[src/rtl/core/i2cms_pkg.sv]
// Package for the I2C master byte sequencer: item and result layouts,
// command and segment codes, and the segment decode helpers.
// No dependencies.
`default_nettype none

package i2cms_pkg;

  localparam int ItemW = 13;
  localparam int ResW  = 13;
  localparam int DataW = 16;

  localparam logic [3:0] BITS_PER_BYTE  = 4'd8;
  localparam logic [3:0] IDX_POLL_START = 4'd9;
  localparam logic [3:0] IDX_POLL_STOP  = 4'd10;

  // Delay register indexes on the configuration port.
  localparam logic REG_SHORT = 1'b0;
  localparam logic REG_LONG  = 1'b1;

  typedef enum logic [2:0] {
    KIND_IDLE  = 3'd0,
    KIND_START = 3'd1,
    KIND_STOP  = 3'd2,
    KIND_WRITE = 3'd3,
    KIND_READ  = 3'd4,
    KIND_POLL  = 3'd5
  } kind_t;

  typedef enum logic [1:0] {
    SEG_START = 2'd0,
    SEG_STOP  = 2'd1,
    SEG_OUT   = 2'd2,
    SEG_IN    = 2'd3
  } seg_t;

  // Input item, opcode in the lowest bits.
  typedef struct packed {
    logic       sda_in;
    logic       ack_to_send;
    logic [7:0] write_byte;
    logic [2:0] opcode;
  } item_t;

  // Result item, scl_level in the lowest bit.
  typedef struct packed {
    logic       ack_seen;
    logic [7:0] read_data;
    logic       done_res;
    logic       busy_res;
    logic       sda_level;
    logic       scl_level;
  } res_t;

  // Status of the sequencer state, for checks in the top level.
  typedef struct packed {
    logic busy;
    logic dly_zero;
  } stat_t;

  function automatic seg_t seg_of(input kind_t kind, input logic [3:0] bidx);
    seg_t s;
    unique case (kind)
      KIND_START: s = SEG_START;
      KIND_STOP:  s = SEG_STOP;
      KIND_WRITE: s = (bidx < BITS_PER_BYTE) ? SEG_OUT : SEG_IN;
      KIND_READ:  s = (bidx < BITS_PER_BYTE) ? SEG_IN : SEG_OUT;
      default: begin
        if (bidx == IDX_POLL_START) s = SEG_START;
        else if (bidx == IDX_POLL_STOP) s = SEG_STOP;
        else s = (bidx < BITS_PER_BYTE) ? SEG_OUT : SEG_IN;
      end
    endcase
    return s;
  endfunction

  function automatic logic [2:0] seg_len(input seg_t s);
    return (s == SEG_START || s == SEG_IN) ? 3'd4 : 3'd3;
  endfunction

endpackage

`default_nettype wire

[src/rtl/core/i2cms_core.sv]
// Sequencer state and its one-item step: phases, delay counter, bit index,
// shift and receive bytes, pin drives. Depends on i2cms_pkg.
`default_nettype none

module i2cms_core
  import i2cms_pkg::*;
(
  input  wire         clk,
  input  wire         rst_n,
  input  wire         step_en,
  input  item_t       item,
  input  wire  [7:0]  short_delay,
  input  wire  [7:0]  long_delay,
  output res_t        res,
  output stat_t       stat
);

  kind_t      kind_r, kind_nxt;
  logic [2:0] phase_r, phase_nxt;
  logic [3:0] bidx_r, bidx_nxt;
  logic [7:0] dly_r, dly_nxt;
  logic [7:0] shift_r, shift_nxt;
  logic [7:0] rx_r, rx_nxt;
  logic       ack_r, ack_nxt;
  logic       scl_r, scl_nxt;
  logic       sda_r, sda_nxt;
  logic       done;

  logic [7:0] dly_s, dly_l;

  assign dly_s = (short_delay == 8'd0) ? 8'd1 : short_delay;
  assign dly_l = (long_delay == 8'd0) ? 8'd1 : long_delay;

  always_comb begin
    logic   do_enter;
    logic   fin;
    logic   obit;
    seg_t   seg;
    kind_nxt  = kind_r;
    phase_nxt = phase_r;
    bidx_nxt  = bidx_r;
    dly_nxt   = dly_r;
    shift_nxt = shift_r;
    rx_nxt    = rx_r;
    ack_nxt   = ack_r;
    scl_nxt   = scl_r;
    sda_nxt   = sda_r;
    done      = 1'b0;
    do_enter  = 1'b0;
    fin       = 1'b0;

    if (kind_r == KIND_IDLE) begin
      if (item.opcode >= KIND_START && item.opcode <= KIND_POLL) begin
        kind_nxt  = kind_t'(item.opcode);
        phase_nxt = 3'd0;
        bidx_nxt  = (item.opcode == KIND_POLL) ? IDX_POLL_START : 4'd0;
        shift_nxt = (item.opcode == KIND_READ) ? {7'd0, item.ack_to_send} : item.write_byte;
        if (item.opcode == KIND_READ) rx_nxt = 8'd0;
        do_enter = 1'b1;
      end
    end else if (dly_r > 8'd1) begin
      dly_nxt = dly_r - 8'd1;
    end else begin
      phase_nxt = phase_r + 3'd1;
      if (phase_nxt >= seg_len(seg_of(kind_r, bidx_r))) begin
        phase_nxt = 3'd0;
        // Move on to the next segment of the command, or finish it.
        if (kind_r == KIND_START || kind_r == KIND_STOP) begin
          fin = 1'b1;
        end else if (kind_r == KIND_POLL) begin
          if (bidx_r == IDX_POLL_START) bidx_nxt = 4'd0;
          else if (bidx_r == IDX_POLL_STOP) fin = 1'b1;
          else if (bidx_r == BITS_PER_BYTE) bidx_nxt = ack_r ? IDX_POLL_START : IDX_POLL_STOP;
          else bidx_nxt = bidx_r + 4'd1;
        end else if (bidx_r >= BITS_PER_BYTE) begin
          fin = 1'b1;
        end else begin
          bidx_nxt = bidx_r + 4'd1;
        end
        if (fin) begin
          kind_nxt = KIND_IDLE;
          bidx_nxt = 4'd0;
          dly_nxt  = 8'd0;
          done     = 1'b1;
        end
      end
      if (kind_nxt != KIND_IDLE) do_enter = 1'b1;
    end

    seg  = seg_of(kind_nxt, bidx_nxt);
    obit = (bidx_nxt < BITS_PER_BYTE) ? shift_nxt[3'd7 - bidx_nxt[2:0]] : shift_nxt[0];

    if (do_enter) begin
      unique case (seg)
        SEG_START: begin
          unique case (phase_nxt)
            3'd0: begin sda_nxt = 1'b1; dly_nxt = dly_s; end
            3'd1: begin scl_nxt = 1'b1; dly_nxt = dly_l; end
            3'd2: begin sda_nxt = 1'b0; dly_nxt = dly_l; end
            default: begin scl_nxt = 1'b0; dly_nxt = dly_l; end
          endcase
        end
        SEG_STOP: begin
          unique case (phase_nxt)
            3'd0: begin scl_nxt = 1'b0; sda_nxt = 1'b0; end
            3'd1: scl_nxt = 1'b1;
            default: sda_nxt = 1'b1;
          endcase
          dly_nxt = dly_l;
        end
        SEG_OUT: begin
          unique case (phase_nxt)
            3'd0: begin scl_nxt = 1'b0; sda_nxt = obit; dly_nxt = dly_s; end
            3'd1: begin scl_nxt = 1'b1; dly_nxt = dly_l; end
            default: begin scl_nxt = 1'b0; dly_nxt = dly_s; end
          endcase
        end
        default: begin
          unique case (phase_nxt)
            3'd0: begin scl_nxt = 1'b0; dly_nxt = dly_s; end
            3'd1: begin sda_nxt = 1'b1; dly_nxt = dly_s; end
            3'd2: begin scl_nxt = 1'b1; dly_nxt = dly_l; end
            default: begin scl_nxt = 1'b0; dly_nxt = dly_s; end
          endcase
        end
      endcase
    end

    // SDA is sampled on the last tick of the SCL-high phase of a bit in.
    if (kind_nxt != KIND_IDLE && seg == SEG_IN && phase_nxt == 3'd2 && dly_nxt == 8'd1) begin
      if (kind_nxt == KIND_READ && bidx_nxt < BITS_PER_BYTE) rx_nxt = {rx_nxt[6:0], item.sda_in};
      else ack_nxt = item.sda_in;
    end
  end

  always_ff @(posedge clk) begin
    if (!rst_n) begin
      kind_r  <= KIND_IDLE;
      phase_r <= 3'd0;
      bidx_r  <= 4'd0;
      dly_r   <= 8'd0;
      shift_r <= 8'd0;
      rx_r    <= 8'd0;
      ack_r   <= 1'b0;
      scl_r   <= 1'b1;
      sda_r   <= 1'b1;
    end else if (step_en) begin
      kind_r  <= kind_nxt;
      phase_r <= phase_nxt;
      bidx_r  <= bidx_nxt;
      dly_r   <= dly_nxt;
      shift_r <= shift_nxt;
      rx_r    <= rx_nxt;
      ack_r   <= ack_nxt;
      scl_r   <= scl_nxt;
      sda_r   <= sda_nxt;
    end
  end

  assign res.scl_level = scl_nxt;
  assign res.sda_level = sda_nxt;
  assign res.busy_res  = (kind_nxt != KIND_IDLE);
  assign res.done_res  = done;
  assign res.read_data = rx_nxt;
  assign res.ack_seen  = ack_nxt;

  assign stat.busy     = (kind_r != KIND_IDLE);
  assign stat.dly_zero = (dly_r == 8'd0);

endmodule

`default_nettype wire

[src/rtl/core/i2c_master_byte_sequencer_top.sv]
// Top level of the I2C master byte sequencer: input register, delay
// configuration registers, sequencer core and result register.
// A result item is registered in the result register when the core steps on
// the input item held in the input register. Throughput: one item per cycle
// while results are taken; the sequencer step is one short pass.
// Reset: synchronous, active low; both delays return to short 3, long 5.
// Pins come out of reset released high, no command in progress.
`default_nettype none

module i2c_master_byte_sequencer_top
  import i2cms_pkg::*;
(
  input  wire               clk,
  input  wire               rst_n,
  // Input item stream.
  input  wire               in_tvalid,
  output logic              in_tready,
  // opcode[2:0], write_byte[10:3], ack_to_send[11], sda_in[12], zero pad.
  input  wire  [DataW-1:0]  in_tdata,
  // Result item stream.
  output logic              out_tvalid,
  input  wire               out_tready,
  // scl_level[0], sda_level[1], busy_res[2], done_res[3], read_data[11:4],
  // ack_seen[12], zero pad.
  output logic [DataW-1:0]  out_tdata,
  // Configuration writes: index 0 short delay, index 1 long delay.
  input  wire               cfg_wr_en,
  input  wire               cfg_addr,
  input  wire  [7:0]        cfg_wdata
);

  // The input register holds one item until the core steps on it. The core
  // steps whenever the result register is empty or is being drained, so
  // items pass at one per cycle while results are taken. A stalled result
  // lets one more item wait in the input register before in_tready drops.
  logic       in_valid_r;
  item_t      in_item_r;
  logic       out_valid_r;
  res_t       out_res_r;
  logic [7:0] short_delay_r;
  logic [7:0] long_delay_r;
  logic       advance;
  res_t       core_res;
  stat_t      core_stat;

  assign advance   = in_valid_r && (!out_valid_r || out_tready);
  assign in_tready = !in_valid_r || advance;

  always_ff @(posedge clk) begin
    if (!rst_n) begin
      in_valid_r <= 1'b0;
    end else if (in_tready) begin
      in_valid_r <= in_tvalid;
    end
  end

  always_ff @(posedge clk) begin
    if (in_tvalid && in_tready) begin
      in_item_r <= item_t'(in_tdata[ItemW-1:0]);
    end
  end

  // Delay writes take effect at once; they must be made only while no item is
  // in flight, which the block itself does not enforce.
  always_ff @(posedge clk) begin
    if (!rst_n) begin
      short_delay_r <= 8'd3;
      long_delay_r  <= 8'd5;
    end else if (cfg_wr_en) begin
      if (cfg_addr == REG_SHORT) short_delay_r <= cfg_wdata;
      else long_delay_r <= cfg_wdata;
    end
  end

  i2cms_core u_core (
    .clk         (clk),
    .rst_n       (rst_n),
    .step_en     (advance),
    .item        (in_item_r),
    .short_delay (short_delay_r),
    .long_delay  (long_delay_r),
    .res         (core_res),
    .stat        (core_stat)
  );

  always_ff @(posedge clk) begin
    if (!rst_n) begin
      out_valid_r <= 1'b0;
    end else if (advance) begin
      out_valid_r <= 1'b1;
    end else if (out_tready) begin
      out_valid_r <= 1'b0;
    end
  end

  always_ff @(posedge clk) begin
    if (advance) begin
      out_res_r <= core_res;
    end
  end

  assign out_tvalid = out_valid_r;
  assign out_tdata  = {{(DataW-ResW){1'b0}}, out_res_r};

`ifndef SYNTHESIS
  // A finishing tick never reports the command as still running.
  assert property (@(posedge clk) disable iff (!rst_n)
    out_valid_r |-> !(out_res_r.done_res && out_res_r.busy_res))
    else $error("done and busy both set in a result item");

  // With no command running the delay counter has been cleared.
  assert property (@(posedge clk) disable iff (!rst_n)
    !core_stat.busy |-> core_stat.dly_zero)
    else $error("delay counter nonzero while idle");

  // The core steps only while the result register can take its result.
  assert property (@(posedge clk) disable iff (!rst_n)
    advance |-> (!out_valid_r || out_tready) && in_valid_r)
    else $error("core stepped while the result register was stalled");

  // A result reported busy comes from a core that is busy afterwards.
  assert property (@(posedge clk) disable iff (!rst_n)
    advance && core_res.busy_res |=> core_stat.busy)
    else $error("busy result without a running command");
`endif

endmodule

`default_nettype wire
[config.mk]
export PLATFORM = sky130hd
export DESIGN_NAME = i2c_master_byte_sequencer_top
export DESIGN_NICKNAME = d
export VERILOG_FILES = /design/src/rtl/core/i2cms_pkg.sv /design/src/rtl/core/i2cms_core.sv /design/src/rtl/core/i2c_master_byte_sequencer_top.sv
export SDC_FILE = /design/constraint.sdc
export NUM_CORES = 1
export LEC_CHECK = 0
export BUFFER_PORTS_ARGS = -buffer_cell sky130_fd_sc_hd__buf_2
export CAP_MARGIN = 20
export CORE_ASPECT_RATIO = 1.2
export CORE_MARGIN = 5
export CORE_UTILIZATION = 50
export DETAILED_ROUTE_END_ITERATION = 10
export GPL_TIMING_DRIVEN = 0
export PLACE_DENSITY = 0.79
export SLEW_MARGIN = 20
export SYNTH_ARGS = -nofsm -noshare
export SYNTH_HDL_FRONTEND = slang
export SYNTH_SLANG_ARGS = --single-unit
export TNS_END_PERCENT = 10
[constraint.sdc]
create_clock -name clk -period 3.9 [get_ports clk]
set_input_delay 0.195 -clock clk [delete_from_list [all_inputs] [get_ports clk]]
set_output_delay 0.195 -clock clk [all_outputs]
set_load 0.02 [all_outputs]
==> results of run 1 <==
-- cells by family after synthesis --
group / after synthesis
buf+inv: 60
compound gates: 196
xor+xnor: 10
fa+ha+maj: 7
flops: 81
mux: 7
simple gates: 278
other cells: 1
-- flip-flops by register name, indices dropped and copies added (netlist names) --
name	flops
out_tvalid	1
long_delay_r	8
short_delay_r	8
u_core.bidx_r	4
in_item_r	13
u_core.dly_r	8
u_core.sda_r	1
u_core.scl_r	1
u_core.shift_r	8
u_core.ack_r	1
u_core.kind_r	3
u_core.phase_r	3
in_valid_r	1
out_tdata	13
u_core.rx_r	8
-- worst max-delay path, stage by stage (launching register included) --
cell	delay (ns)
sky130_fd_sc_hd__dfxtp_2	0.33
sky130_fd_sc_hd__or4_4	0.59
sky130_fd_sc_hd__nor4_4	0.39
sky130_fd_sc_hd__buf_4	0.18
sky130_fd_sc_hd__a31oi_1	0.07
sky130_fd_sc_hd__a211o_2	0.29
sky130_fd_sc_hd__a2111o_1	0.43
sky130_fd_sc_hd__a211oi_4	0.31
sky130_fd_sc_hd__or3_4	0.20
sky130_fd_sc_hd__a21oi_4	0.08
sky130_fd_sc_hd__or4_4	0.53
sky130_fd_sc_hd__a31oi_1	0.19
sky130_fd_sc_hd__nand4_1	0.21
sky130_fd_sc_hd__or2_1	0.29
sky130_fd_sc_hd__buf_6	0.14
sky130_fd_sc_hd__mux2i_1	0.11
-- cells in the mapped netlist (7+ instances only) --
cell type | instances | share of area (%)
sky130_fd_sc_hd__edfxtp_1 | 26 | 15
sky130_fd_sc_hd__a31oi_1 | 8 | 0.97
sky130_fd_sc_hd__nand2b_1 | 11 | 1.3
sky130_fd_sc_hd__o21ai_0 | 37 | 3.6
sky130_fd_sc_hd__clkbuf_1 | 35 | 2.5
sky130_fd_sc_hd__xnor2_1 | 7 | 1.2
sky130_fd_sc_hd__and2_1 | 7 | 0.85
sky130_fd_sc_hd__a21oi_1 | 53 | 5.1
sky130_fd_sc_hd__nor3_1 | 15 | 1.5
sky130_fd_sc_hd__ha_1 | 7 | 1.7
sky130_fd_sc_hd__dfxtp_1 | 55 | 21
sky130_fd_sc_hd__nand3_1 | 13 | 1.3
sky130_fd_sc_hd__inv_1 | 14 | 1.0
sky130_fd_sc_hd__nor2_1 | 76 | 5.5
sky130_fd_sc_hd__or3_1 | 11 | 1.3
sky130_fd_sc_hd__o221ai_1 | 10 | 1.7
sky130_fd_sc_hd__a211oi_1 | 17 | 2.5
sky130_fd_sc_hd__nand2_1 | 87 | 6.3
sky130_fd_sc_hd__nand4_1 | 12 | 1.5
-- what timing repair did --
item,4_1_cts,5_1_grt
hold endpoints to repair,0,0
pin swaps,25,24
hold buffers,0,0
buffers inserted,27,12
gates resized for setup,49,47
setup endpoints to repair,30,30
-- layout make-up --
| type | instances | area share (%) |
|---|---|---|
| timing repair buffer | 81 | 8.040 |
| sequential | 81 | 29.00 |
| multi-input combinational | 501 | 52.12 |
| tap | 126 | 2.412 |
| clock inverter | 6 | 0.6126 |
| inverter | 15 | 0.8614 |
| buffer | 39 | 3.120 |
| clock buffer | 10 | 3.828 |
-- metal layers --
metal,vias up,routed length (um),global-route usage (%)
met3,60,1312,3.508
met2,323,7444,41.60
li1,2538,-,-
met5,-,0,0
met4,0,670,12.39
met1,2540,6272,32.36
-- report_power, final --
group / switching (uW) / internal [uW]
clock: 355 / 470
sequential: 41.9 / 920
combinational: 690 / 467
-- stage by stage --
stage	cell area (um^2)	instances	total power, uW	setup TNS [ns]
floorplan	5204	642	1624	-1.303
global placement	5567	809	1825	-19.30
detailed placement	5578	810	1843	-20.98
CTS	6320	851	2827	-9.787
global route	6536	859	3082	-15.52
finish	6536	859	2944	-10.90
-- path summary, 6_finish.rpt --
path	from	endpoint	slack (ns)	cells after the start
max	u_core.dly_r[5]	out_tdata[4]	-0.67	15
min	in_tdata[9]	in_item_r[9]	0.03	1
max reg2reg	u_core.dly_r[5]	out_tdata[4]	-0.67	15
min reg2reg	long_delay_r[0]	long_delay_r[0]	0.48	2
==> flow_summary.html, run 1 <==
<table>
<tr><th>Metric</th><th>Value</th></tr>
<tr><th colspan="2">Status</th></tr>
<tr><td>Result of the run</td><td>finished with violations</td></tr>
<tr><td>Violated checks</td><td>setup timing</td></tr>
<tr><th colspan="2">Floorplan</th></tr>
<tr><td>Die span in x</td><td>102.7 um</td></tr>
<tr><td>Total number of placement rows</td><td>40</td></tr>
<tr><td>Floorplan core area</td><td>10060 um^2</td></tr>
<tr><td>Total I/O pin count</td><td>48</td></tr>
<tr><td>Die height</td><td>121.2 um</td></tr>
<tr><td>Die footprint</td><td>12450 um^2</td></tr>
<tr><td>Effective utilization at floorplan</td><td>51.24%</td></tr>
<tr><th colspan="2">Clock tree</th></tr>
<tr><td>Total number of clock tree sinks</td><td>81</td></tr>
<tr><td>Clock latency at the later pin of the worst-skew pair</td><td>0.34 ns</td></tr>
<tr><td>Register clock-pin slew on the reported worst setup and hold paths</td><td>0.06 ns</td></tr>
<tr><td>Number of buffers created by CTS</td><td>9</td></tr>
<tr><td>Root Buffer</td><td>sky130_fd_sc_hd__clkbuf_16</td></tr>
<tr><td>H-Tree Depth</td><td>3</td></tr>
<tr><td>Clock Tree Buf Depth</td><td>2</td></tr>
<tr><td>CTS tree</td><td>done</td></tr>
<tr><th colspan="2">Cells and area</th></tr>
<tr><td>Final standard cell utilization of the core</td><td>about two thirds</td></tr>
<tr><td>Area overhead of the layout relative to synthesis</td><td>26.80%</td></tr>
<tr><td>Fillers</td><td>817</td></tr>
<tr><td>Most frequent cells in the layout</td><td>87 x sky130_fd_sc_hd__nand2_1, 71 x sky130_fd_sc_hd__nor2_1, 50 x sky130_fd_sc_hd__a21oi_1, 50 x sky130_fd_sc_hd__dfxtp_1, 43 x sky130_fd_sc_hd__buf_4</td></tr>
<tr><td>Nets</td><td>765</td></tr>
<tr><td>Share of post-route cells with drive strength above 1</td><td>26.33%</td></tr>
<tr><td>Most common cell after layout, fill and taps aside</td><td>sky130_fd_sc_hd__nand2_1</td></tr>
<tr><td>Antenna diode instance count</td><td>0</td></tr>
<tr><td>Register area</td><td>between 1500 and 2000 um^2</td></tr>
<tr><td>Multi-input gate area</td><td>3407 um^2</td></tr>
<tr><th colspan="2">Synth</th></tr>
<tr><td>Fraction of registers with async set or reset after synthesis</td><td>0%</td></tr>
<tr><td>Share of synthesized area occupied by flip-flops and latches</td><td>between 30% and 40%</td></tr>
<tr><td>Number of unique standard cell types used by synthesis</td><td>between 80 and 90</td></tr>
<tr><td>Fraction of synthesized area in multiplexers</td><td>roughly 1.5%</td></tr>
<tr><td>Number of flops mapped to enable cells by yosys</td><td>26</td></tr>
<tr><td>Area share of fa/ha/maj cells after synthesis</td><td>1.699%</td></tr>
<tr><td>Count of warnings emitted by yosys</td><td>0</td></tr>
<tr><td>Largest family of logic cells by synthesized area</td><td>simple AND/OR/NAND/NOR gates</td></tr>
<tr><td>Post-Synthesis Cell Area</td><td>around 5200 um^2</td></tr>
<tr><td>Number of register bits inferred by synthesis</td><td>81</td></tr>
<tr><td>Mean area per synthesized cell</td><td>just over 8 um^2</td></tr>
<tr><td>Post-synthesis share of cell area spent on and, or, nand and nor gates</td><td>27.04%</td></tr>
<tr><td>Cell count after synthesis</td><td>640</td></tr>
<tr><td>Most used flip-flop cell after synthesis</td><td>sky130_fd_sc_hd__dfxtp_1</td></tr>
<tr><td>Synthesized-area fraction occupied by ao, oa, aoi and oai cells</td><td>26.53%</td></tr>
<tr><td>Synth Area in XOR/XNOR</td><td>1.699%</td></tr>
<tr><th colspan="2">Drt</th></tr>
<tr><td>Average wire per cell in the routed design</td><td>18.28 um</td></tr>
<tr><td>Antenna viol nets, final</td><td>0</td></tr>
<tr><td>First drt pass iteration count</td><td>5</td></tr>
<tr><td>Vias per cell</td><td>between 6 and 7</td></tr>
<tr><td>Number of DRC markers after the initial detailed-route iteration</td><td>365</td></tr>
<tr><td>DRC Markers</td><td>0</td></tr>
<tr><td>Vias</td><td>5461</td></tr>
<tr><td>Total routed wirelength</td><td>15700 um</td></tr>
<tr><th colspan="2">Worst setup path</th></tr>
<tr><td>Crit path capture type</td><td>flop</td></tr>
<tr><td>Worst path arrival time</td><td>4.67 ns</td></tr>
<tr><td>Category of the critical setup timing path</td><td>reg -&gt; reg</td></tr>
<tr><td>Req. time, crit path</td><td>around 4.0 ns</td></tr>
<tr><td>Category of the worst setup path launch point</td><td>flop</td></tr>
<tr><td>Maximum fanout along the worst path</td><td>6</td></tr>
<tr><th colspan="2">GRT</th></tr>
<tr><td>Global-route wire length before repair</td><td>25130 um</td></tr>
<tr><td>Number of antenna violations at the first check in global routing</td><td>0</td></tr>
<tr><td>Total Routing Usage GR</td><td>25.38%</td></tr>
<tr><td>Vias in the first global route</td><td>5163</td></tr>
<tr><td>Total grt overflow</td><td>0</td></tr>
<tr><td>Pin count of the biggest net entering global routing</td><td>16</td></tr>
<tr><th colspan="2">Power and ir drop</th></tr>
<tr><td>Static Leakage</td><td>around 0.0024 uW</td></tr>
<tr><td>Power density relative to cell area</td><td>450.4 nW/um^2</td></tr>
<tr><td>VDD IR max</td><td>255.8 uV</td></tr>
<tr><th colspan="2">Placed design</th></tr>
<tr><td>Setup slack at placement</td><td>-1.122 ns</td></tr>
<tr><td>Input/output buffers</td><td>41</td></tr>
<tr><td>Final estimated routing congestion in global placement</td><td>0.9752</td></tr>
<tr><td>DP HPWL</td><td>10550 um</td></tr>
<tr><th colspan="2">STA</th></tr>
<tr><td>Post-Route Skew</td><td>0.007568 ns</td></tr>
<tr><td>Shortest clock period the worst path allows after layout</td><td>4.572 ns</td></tr>
<tr><td>Final setup violation count</td><td>21</td></tr>
<tr><td>Relative slew slack</td><td>41.76%</td></tr>
<tr><td>Worst slew pin tran</td><td>0.8662 ns</td></tr>
<tr><td>Post-layout worst setup margin</td><td>-0.6723 ns</td></tr>
<tr><td>Period utilization</td><td>117.2%</td></tr>
<tr><td>Max Clk Rate</td><td>218.7 MHz</td></tr>
<tr><td>Hold violation count in the final report</td><td>0</td></tr>
<tr><td>Unrepaired setup endpoints after global routing</td><td>yes</td></tr>
<tr><td>Post-route worst hold slack</td><td>0.02651 ns</td></tr>
<tr><td>Number of pins with negative max-slew slack in the final report</td><td>0</td></tr>
<tr><th colspan="2">Flow run</th></tr>
<tr><td>Maximum Capacitance Violations</td><td>0</td></tr>
<tr><th colspan="2">Min path</th></tr>
<tr><td>Type of the tightest min-delay check</td><td>in -&gt; reg</td></tr>
</table>
Power figures use the tool's default switching activity.
==> inputs of run 2 (changes only) <==
--- a/config.mk
+++ b/config.mk
@@ -12,7 +12,7 @@
 export CORE_UTILIZATION = 50
 export DETAILED_ROUTE_END_ITERATION = 10
 export GPL_TIMING_DRIVEN = 0
-export PLACE_DENSITY = 0.79
+export PLACE_DENSITY_LB_ADDON = 0.08
 export SLEW_MARGIN = 20
 export SYNTH_ARGS = -nofsm -noshare
 export SYNTH_HDL_FRONTEND = slang
==> run 2 against run 1 <==
  * The run still ends with setup timing left
  * Fmax barely moved
  * Die area did not move
  * Highest routed layer unchanged
  * Critical path type unchanged
  * Hold slack got worse by 0.0092 ns
==> flow_summary.html, run 2 (synthesized netlist as in run 1, its figures left out) <==
<table>
<tr><th>Metric</th><th>Value</th></tr>
<tr><th colspan="2">Status</th></tr>
<tr><td>Result of the run</td><td>finished with violations</td></tr>
<tr><td>Violated checks</td><td>setup timing</td></tr>
<tr><th colspan="2">Worst setup path</th></tr>
<tr><td>Max stage delay on crit path</td><td>~0.45 ns</td></tr>
<tr><td>Crit path from</td><td>u_core.bidx_r[0]</td></tr>
<tr><td>Cell at the slowest stage of the critical path</td><td>sky130_fd_sc_hd__or4_4</td></tr>
<tr><td>Endpoint of the worst setup timing path</td><td>out_tdata[4]</td></tr>
<tr><td>Terminus of the critical flop-to-flop path</td><td>out_tdata[4]</td></tr>
<tr><td>R2R depth</td><td>19</td></tr>
<tr><td>Category of the worst setup path launch point</td><td>flop</td></tr>
<tr><td>Worst r2r src</td><td>u_core.bidx_r[0]</td></tr>
<tr><td>Crit path capture type</td><td>flop</td></tr>
<tr><td>Register-to-register path setup slack</td><td>-0.67 ns</td></tr>
<tr><td>Chain of cells forming the critical path</td><td>buf_4 &gt; ha_2 &gt; nor3b_2 &gt; buf_4 &gt; nor2_1 &gt; o21ai_0 &gt; o21ai_0 &gt; o21a_1 &gt; o31ai_2 &gt; a21o_1 &gt; buf_2 &gt; nor3_4 &gt; or4_4 &gt; o311ai_4 &gt; buf_6 &gt; nand4_1 &gt; or2_1 &gt; buf_6 &gt; mux2i_1</td></tr>
<tr><td>Category of the critical setup timing path</td><td>reg -&gt; reg</td></tr>
<tr><td>Maximum fanout along the worst path</td><td>9</td></tr>
<tr><td>Number of cells on the critical path</td><td>19</td></tr>
<tr><td>Crit path buf inv count</td><td>5</td></tr>
<tr><td>Worst path arrival time</td><td>4.67 ns</td></tr>
<tr><td>Req. time, crit path</td><td>4.00 ns</td></tr>
<tr><td>Kind of cell adding the most delay to the critical path</td><td>compound AO/OA/AOI/OAI gates</td></tr>
<tr><th colspan="2">Floorplan</th></tr>
<tr><td>Total number of placement rows</td><td>40</td></tr>
<tr><td>Total I/O pin count</td><td>48</td></tr>
<tr><td>Floorplan core area</td><td>just over 10000 um^2</td></tr>
<tr><td>Die footprint</td><td>approximately 12000 um^2</td></tr>
<tr><td>Effective utilization at floorplan</td><td>51.24%</td></tr>
<tr><td>Die height</td><td>about 120 um</td></tr>
<tr><td>Die span in x</td><td>102.7 um</td></tr>
<tr><th colspan="2">Clock tree</th></tr>
<tr><td>Root Buffer</td><td>sky130_fd_sc_hd__clkbuf_16</td></tr>
<tr><td>Number of buffers created by CTS</td><td>9</td></tr>
<tr><td>Total number of clock tree sinks</td><td>81</td></tr>
<tr><td>Register clock-pin slew on the reported worst setup and hold paths</td><td>0.06 ns</td></tr>
<tr><td>Cts-stage hold buffer count</td><td>0</td></tr>
<tr><td>Clock Tree Buf Depth</td><td>2</td></tr>
<tr><td>CTS tree</td><td>done</td></tr>
<tr><td>Clock latency at the later pin of the worst-skew pair</td><td>0.35 ns</td></tr>
<tr><td>H-Tree Depth</td><td>3</td></tr>
<tr><th colspan="2">Cells and area</th></tr>
<tr><td>Final cell count without fillers</td><td>about 850</td></tr>
<tr><td>Nets</td><td>~760</td></tr>
<tr><td>Share of post-route cells with drive strength above 1</td><td>between 20 and 30%</td></tr>
<tr><td>Area of all placed cells without fillers</td><td>6425 um^2</td></tr>
<tr><td>Area overhead of the layout relative to synthesis</td><td>24.64%</td></tr>
<tr><td>Most frequent cells in the layout</td><td>87 x sky130_fd_sc_hd__nand2_1, 73 x sky130_fd_sc_hd__nor2_1, 50 x sky130_fd_sc_hd__a21oi_1</td></tr>
<tr><td>Antenna diode instance count</td><td>0</td></tr>
<tr><td>Most common cell after layout, fill and taps aside</td><td>sky130_fd_sc_hd__nand2_1</td></tr>
<tr><th colspan="2">GRT</th></tr>
<tr><td>Total Routing Usage GR</td><td>25.22%</td></tr>
<tr><td>Global-route wire length before repair</td><td>24580 um</td></tr>
<tr><td>Vias in the first global route</td><td>4951</td></tr>
<tr><td>Peak-usage layer in the global routing report</td><td>met2</td></tr>
<tr><td>Pin count of the biggest net entering global routing</td><td>23</td></tr>
<tr><td>Met3 Track Usage GR</td><td>4.830%</td></tr>
<tr><td>Number of antenna violations at the first check in global routing</td><td>0</td></tr>
<tr><td>Total grt overflow</td><td>0</td></tr>
<tr><td>Global routing met1 resource utilization</td><td>33.09%</td></tr>
<tr><td>Met2 layer usage reported by global route</td><td>about two fifths</td></tr>
<tr><th colspan="2">STA</th></tr>
<tr><td>Unrepaired setup endpoints after global routing</td><td>yes</td></tr>
<tr><td>Number of pins with negative max-slew slack in the final report</td><td>0</td></tr>
<tr><td>Max Clk Rate</td><td>~220 MHz</td></tr>
<tr><td>Post-layout worst setup margin</td><td>-0.6690 ns</td></tr>
<tr><td>Post-Route Skew</td><td>0.008553 ns</td></tr>
<tr><td>Worst slew pin tran</td><td>0.8633 ns</td></tr>
<tr><td>Hold violation count in the final report</td><td>0</td></tr>
<tr><td>Shortest clock period the worst path allows after layout</td><td>4.569 ns</td></tr>
<tr><td>Relative slew slack</td><td>41.95%</td></tr>
<tr><td>Final setup violation count</td><td>22</td></tr>
<tr><td>Post-route worst hold slack</td><td>approximately 0.017 ns</td></tr>
<tr><td>Final sum of negative setup slack</td><td>-11.28 ns</td></tr>
<tr><td>Period utilization</td><td>117.2%</td></tr>
<tr><th colspan="2">Drt</th></tr>
<tr><td>Antenna viol nets, final</td><td>0</td></tr>
<tr><td>Average wire per cell in the routed design</td><td>18.80 um</td></tr>
<tr><td>Vias per cell</td><td>6.183</td></tr>
<tr><td>Total routed wirelength</td><td>approximately 16000 um</td></tr>
<tr><td>Vias</td><td>5262</td></tr>
<tr><td>First drt pass iteration count</td><td>5</td></tr>
<tr><td>DRC Markers</td><td>0</td></tr>
<tr><td>Number of DRC markers after the initial detailed-route iteration</td><td>361</td></tr>
<tr><th colspan="2">Power and ir drop</th></tr>
<tr><td>Sw Ratio</td><td>36.62%</td></tr>
<tr><td>Fraction of power consumed by the clock network</td><td>28.9%</td></tr>
<tr><td>Internal power consumption</td><td>1878 uW</td></tr>
<tr><td>VDD IR max</td><td>318.7 uV</td></tr>
<tr><td>Static Leakage</td><td>0.002363 uW</td></tr>
<tr><td>Reported net switching power</td><td>1086 uW</td></tr>
<tr><td>Power density relative to cell area</td><td>461.3 nW/um^2</td></tr>
<tr><td>Combinational power share</td><td>roughly two fifths</td></tr>
<tr><td>Proportion of power drawn by flip-flops and latches</td><td>32.4%</td></tr>
<tr><th colspan="2">Placed design</th></tr>
<tr><td>DP HPWL</td><td>roughly 11000 um</td></tr>
<tr><td>Instance area at placement</td><td>5568 um^2</td></tr>
<tr><td>Cell count after placement</td><td>809</td></tr>
<tr><td>Setup slack at placement</td><td>-1.225 ns</td></tr>
<tr><td>Input/output buffers</td><td>41</td></tr>
<tr><td>Final estimated routing congestion in global placement</td><td>0.9493</td></tr>
<tr><th colspan="2">Flow run</th></tr>
<tr><td>Maximum Capacitance Violations</td><td>0</td></tr>
<tr><th colspan="2">Min path</th></tr>
<tr><td>Worst hold stages</td><td>1</td></tr>
<tr><td>Type of the tightest min-delay check</td><td>in -&gt; reg</td></tr>
</table>
## run 2: worst register-to-register path: stages, from the launching register on
cell and delay, ns:
sky130_fd_sc_hd__dfxtp_4 0.35, sky130_fd_sc_hd__buf_4 0.13, sky130_fd_sc_hd__ha_2 0.25, sky130_fd_sc_hd__nor3b_2 0.30, sky130_fd_sc_hd__buf_4 0.19, sky130_fd_sc_hd__nor2_1 0.05
sky130_fd_sc_hd__o21ai_0 0.33, sky130_fd_sc_hd__o21ai_0 0.19, sky130_fd_sc_hd__o21a_1 0.27, sky130_fd_sc_hd__o31ai_2 0.39, sky130_fd_sc_hd__a21o_1 0.16, sky130_fd_sc_hd__buf_2 0.23
sky130_fd_sc_hd__nor3_4 0.10, sky130_fd_sc_hd__or4_4 0.45, sky130_fd_sc_hd__o311ai_4 0.08, sky130_fd_sc_hd__buf_6 0.14, sky130_fd_sc_hd__nand4_1 0.17, sky130_fd_sc_hd__or2_1 0.27
sky130_fd_sc_hd__buf_6 0.14, sky130_fd_sc_hd__mux2i_1 0.12
## run 2: repair_timing
item                                    4_1_cts  5_1_grt
gates resized for setup                      49       42
endpoints found under the setup margin       30       30
hold endpoints to repair                      0        0
pin swaps                                    16       21
buffers inserted                             22       10
## run 2: per-layer routing
layer / vias to the layer above / part of all wire, % / wire (um)
li1: 2521 / - / -
met1: 2489 / 43 / 6914
met2: 205 / 47 / 7534
met3: 47 / 5.7 / 915
met4: 0 / 4.0 / 638
met5: - / 0 / 0
## run 2: power by group through the flow
stage / logic (uW) / registers, uW / clock network (uW)
2_1_floorplan: 647 / 977 / 0
3_3_place_gp: 862 / 975 / 0
3_5_place_dp: 874 / 976 / 0
4_1_cts: 1040 / 955 / 864
5_1_grt: 1230 / 965 / 909
6_report: 1150 / 961 / 856
## run 2: worst min-delay path by stage
stage	from	to	slack, ns
finish	in_tdata[9]	in_item_r[9]	0.02
detailed placement	in_tdata[7]	in_item_r[7]	0.37
floorplan	in_tdata[0]	in_item_r[0]	0.29
global route	in_tdata[7]	in_item_r[7]	0.01
global placement	in_tdata[9]	in_item_r[9]	0.37
CTS	in_tdata[9]	in_item_r[9]	0.01
## run 2: stage by stage
stage / util, % / power, uW
after floorplan: - / 1624
after global routing: 63.87 / 3104
final: 63.87 / 2964
after detailed placement: 55.35 / 1850
after CTS: 61.84 / 2854
after global placement: 55.34 / 1837
## run 2: layout make-up
| class | count | area, um^2 |
|---|---|---|
| sequential | 81 | 1897 |
| inverter | 15 | 56.30 |
| multi-input combinational | 501 | 3366 |
| buffer | 39 | 195.2 |
| clock buffer | 10 | 229.0 |
| timing repair buffer | 73 | 456.7 |
| fill | 878 | 3635 |
| clock inverter | 6 | 67.56 |
| tap | 126 | 157.7 |
==> inputs of run 3 (changes only) <==
--- a/config.mk
+++ b/config.mk
@@ -7,7 +7,7 @@
 export LEC_CHECK = 0
 export BUFFER_PORTS_ARGS = -buffer_cell sky130_fd_sc_hd__buf_2
 export CAP_MARGIN = 20
-export CORE_ASPECT_RATIO = 1.2
+export CORE_ASPECT_RATIO = 0.7
 export CORE_MARGIN = 5
 export CORE_UTILIZATION = 50
 export DETAILED_ROUTE_END_ITERATION = 10
==> run 3 against run 2 <==
  * The run still ends with setup timing left
  * Via count increased by 0.86%
  * Clock-buffer cell count is 1 lower
  * Utilization grew 0.40 points
  * Die area is 0.19% higher
  * Cell count rose by 1.1%
  * First-iteration DRC count grew 10%
  * Clock skew fell by 0.0042 ns
  * Register-to-register slack improved by 0.03 ns
  * Critical path depth decreased by 5
  * Worst setup slack improved by 0.027 ns
  * Design area increased by 2.0%
  * Critical endpoint unchanged
==> flow_summary.html, run 3 (synthesized netlist as in run 1, its figures left out) <==
<table>
<tr><th>Metric</th><th>Value</th></tr>
<tr><th colspan="2">Status</th></tr>
<tr><td>Result of the run</td><td>finished with violations</td></tr>
<tr><td>Violated checks</td><td>setup timing</td></tr>
<tr><th colspan="2">Floorplan</th></tr>
<tr><td>Total I/O pin count</td><td>48</td></tr>
<tr><td>Die footprint</td><td>12470 um^2</td></tr>
<tr><td>Total number of placement rows</td><td>31</td></tr>
<tr><td>Die span in x</td><td>131.4 um</td></tr>
<tr><td>Floorplan core area</td><td>10200 um^2</td></tr>
<tr><td>Die height</td><td>between 90 and 100 um</td></tr>
<tr><td>Effective utilization at floorplan</td><td>50.53%</td></tr>
<tr><th colspan="2">Power and ir drop</th></tr>
<tr><td>VDD IR max</td><td>283.1 uV</td></tr>
<tr><td>Total design power</td><td>3061 uW</td></tr>
<tr><td>Static Leakage</td><td>0.002410 uW</td></tr>
<tr><td>Power density relative to cell area</td><td>466.9 nW/um^2</td></tr>
<tr><td>Reported net switching power</td><td>approximately 1100 uW</td></tr>
<tr><td>Internal power consumption</td><td>1949 uW</td></tr>
<tr><td>Fraction of power consumed by the clock network</td><td>31.4%</td></tr>
<tr><td>Proportion of power drawn by flip-flops and latches</td><td>31.4%</td></tr>
<tr><td>Combinational power share</td><td>37.2%</td></tr>
<tr><td>Sw Ratio</td><td>36.32%</td></tr>
<tr><th colspan="2">GRT</th></tr>
<tr><td>Total grt overflow</td><td>0</td></tr>
<tr><td>Number of antenna violations at the first check in global routing</td><td>0</td></tr>
<tr><td>Vias in the first global route</td><td>4788</td></tr>
<tr><td>Pin count of the biggest net entering global routing</td><td>23</td></tr>
<tr><td>Global-route wire length before repair</td><td>24550 um</td></tr>
<tr><td>Total Routing Usage GR</td><td>24.19%</td></tr>
<tr><th colspan="2">Cells and area</th></tr>
<tr><td>Final standard cell utilization of the core</td><td>64.27%</td></tr>
<tr><td>Most frequent cells in the layout</td><td>87 x sky130_fd_sc_hd__nand2_1, 72 x sky130_fd_sc_hd__nor2_1, 51 x sky130_fd_sc_hd__a21oi_1</td></tr>
<tr><td>Antenna diode instance count</td><td>0</td></tr>
<tr><td>Nets</td><td>760</td></tr>
<tr><td>Most common cell after layout, fill and taps aside</td><td>sky130_fd_sc_hd__nand2_1</td></tr>
<tr><td>Fillers</td><td>a little under 900</td></tr>
<tr><td>Area overhead of the layout relative to synthesis</td><td>27.18%</td></tr>
<tr><td>Area of all placed cells without fillers</td><td>6556 um^2</td></tr>
<tr><td>Share of post-route cells with drive strength above 1</td><td>between 20% and 30%</td></tr>
<tr><th colspan="2">Clock tree</th></tr>
<tr><td>H-Tree Depth</td><td>3</td></tr>
<tr><td>Total number of clock tree sinks</td><td>81</td></tr>
<tr><td>Clock Tree Buf Depth</td><td>2</td></tr>
<tr><td>Clock latency at the later pin of the worst-skew pair</td><td>roughly 0.34 ns</td></tr>
<tr><td>Cts-stage hold buffer count</td><td>0</td></tr>
<tr><td>CTS tree</td><td>done</td></tr>
<tr><td>Register clock-pin slew on the reported worst setup and hold paths</td><td>0.07 ns</td></tr>
<tr><td>Root Buffer</td><td>sky130_fd_sc_hd__clkbuf_16</td></tr>
<tr><td>Number of buffers created by CTS</td><td>9</td></tr>
<tr><th colspan="2">Drt</th></tr>
<tr><td>Vias per cell</td><td>6.171</td></tr>
<tr><td>Vias</td><td>about 5300</td></tr>
<tr><td>Average wire per cell in the routed design</td><td>18.39 um</td></tr>
<tr><td>Antenna viol nets, final</td><td>0</td></tr>
<tr><td>Total routed wirelength</td><td>15820 um</td></tr>
<tr><td>First drt pass iteration count</td><td>5</td></tr>
<tr><td>Number of DRC markers after the initial detailed-route iteration</td><td>between 300 and 400</td></tr>
<tr><td>DRC Markers</td><td>0</td></tr>
<tr><th colspan="2">STA</th></tr>
<tr><td>Final setup violation count</td><td>20</td></tr>
<tr><td>Post-Route Skew</td><td>approximately 0.0044 ns</td></tr>
<tr><td>Period utilization</td><td>116.5%</td></tr>
<tr><td>Post-layout worst setup margin</td><td>-0.6416 ns</td></tr>
<tr><td>Hold violation count in the final report</td><td>0</td></tr>
<tr><td>Number of pins with negative max-slew slack in the final report</td><td>0</td></tr>
<tr><td>Final sum of negative setup slack</td><td>-10.18 ns</td></tr>
<tr><td>Worst slew pin tran</td><td>0.7107 ns</td></tr>
<tr><td>Max Clk Rate</td><td>220.2 MHz</td></tr>
<tr><td>Shortest clock period the worst path allows after layout</td><td>4.542 ns</td></tr>
<tr><td>Unrepaired setup endpoints after global routing</td><td>yes</td></tr>
<tr><td>Relative slew slack</td><td>52.62%</td></tr>
<tr><th colspan="2">Placed design</th></tr>
<tr><td>Final estimated routing congestion in global placement</td><td>about 0.94</td></tr>
<tr><td>DP HPWL</td><td>10890 um</td></tr>
<tr><td>Instance area at placement</td><td>5575 um^2</td></tr>
<tr><td>Input/output buffers</td><td>41</td></tr>
<tr><td>Setup slack at placement</td><td>-1.310 ns</td></tr>
<tr><th colspan="2">Worst setup path</th></tr>
<tr><td>Cell at the slowest stage of the critical path</td><td>sky130_fd_sc_hd__or4_4</td></tr>
<tr><td>Category of the worst setup path launch point</td><td>flop</td></tr>
<tr><td>Crit path capture type</td><td>flop</td></tr>
<tr><td>Maximum fanout along the worst path</td><td>9</td></tr>
<tr><td>Chain of cells forming the critical path</td><td>or4_4 &gt; or4_4 &gt; a21oi_4 &gt; a31oi_4 &gt; a2111o_1 &gt; a211oi_4 &gt; or3_4 &gt; a21oi_4 &gt; or4_4 &gt; a31oi_1 &gt; nand4_1 &gt; or2_1 &gt; buf_6 &gt; mux2i_1</td></tr>
<tr><td>Kind of cell adding the most delay to the critical path</td><td>simple AND/OR/NAND/NOR gates</td></tr>
<tr><td>Req. time, crit path</td><td>between 3 and 4 ns</td></tr>
<tr><td>Register-to-register path setup slack</td><td>-0.64 ns</td></tr>
<tr><td>Worst path arrival time</td><td>4.63 ns</td></tr>
<tr><td>Category of the critical setup timing path</td><td>reg -&gt; reg</td></tr>
<tr><td>Max stage delay on crit path</td><td>around 0.6 ns</td></tr>
<tr><td>Crit path buf inv count</td><td>1</td></tr>
<tr><td>Most common cell type on the critical path</td><td>sky130_fd_sc_hd__or4_4</td></tr>
<tr><th colspan="2">Min path</th></tr>
<tr><td>Type of the tightest min-delay check</td><td>in -&gt; reg</td></tr>
<tr><th colspan="2">Flow run</th></tr>
<tr><td>Maximum Capacitance Violations</td><td>0</td></tr>
</table>
==> run 3: cell types whose count changed in the layout (fill, tap and decap cells not counted), sizes merged <==
cell / change
inv: +3
clkbuf: +4
buf: -2
bufinv: +1
clkinv: -3
==> run 3: per-layer routing <==
layer | global-route usage, % | part of all wire (%)
met1 | 34.76 | 45
met2 | 36.95 | 44
met3 | 5.538 | 9.2
met4 | 5.993 | 1.4
met5 | 0 | 0
==> run 3: cell type report <==
type	instances	area [um^2]	area share, %
Timing Repair Buffer	73	465.4	7.099
Clock inverter	7	107.6	1.641
Clock buffer	9	225.2	3.435
Buffer	42	224.0	3.416
Sequential cell	81	1898	28.95
Inverter	15	58.81	0.8969
Tap cell	132	165.2	2.519
Multi-Input combinational cell	501	3412	52.04
==> run 3: worst reg2reg max path, cell delays in order (launching register included) <==
cell	delay [ns]
sky130_fd_sc_hd__dfxtp_2	0.34
sky130_fd_sc_hd__or4_4	0.60
sky130_fd_sc_hd__or4_4	0.50
sky130_fd_sc_hd__a21oi_4	0.22
sky130_fd_sc_hd__a31oi_4	0.12
sky130_fd_sc_hd__a2111o_1	0.47
sky130_fd_sc_hd__a211oi_4	0.31
sky130_fd_sc_hd__or3_4	0.20
sky130_fd_sc_hd__a21oi_4	0.10
sky130_fd_sc_hd__or4_4	0.52
sky130_fd_sc_hd__a31oi_1	0.18
sky130_fd_sc_hd__nand4_1	0.20
sky130_fd_sc_hd__or2_1	0.28
sky130_fd_sc_hd__buf_6	0.14
sky130_fd_sc_hd__mux2i_1	0.12
==> run 3: what timing repair did <==
item / 4_1_cts / 5_1_grt
endpoints found under the setup margin: 30 / 30
hold endpoints to repair: 0 / 0
pin swaps: 24 / 28
setup buffers: 16 / 16
resized for setup: 41 / 57
==> run 3: final timing paths <==
kind	from	to	cells after the start
setup / recovery	u_core.dly_r[5]	out_tdata[4]	14
hold reg to reg	u_core.shift_r[0]	u_core.shift_r[0]	2
hold / removal	in_tdata[2]	in_item_r[2]	1
setup reg to reg	u_core.dly_r[5]	out_tdata[4]	14
==> run 3: power by group through the flow <==
stage | sequential, uW | combinational [uW] | clock [uW]
floorplan | 977 | 647 | 0
global placement | 975 | 865 | 0
detailed placement | 976 | 870 | 0
CTS | 957 | 991 | 971
global route | 965 | 1220 | 1000
finish | 960 | 1140 | 961
==> run 3: stage by stage <==
step	instances	hold WS, ns
4_1_cts	845	0.01402
3_3_place_gp	815	0.3711
3_5_place_dp	815	0.3731
2_1_floorplan	642	0.2939
5_1_grt	860	0.01359
6_report	860	0.02234
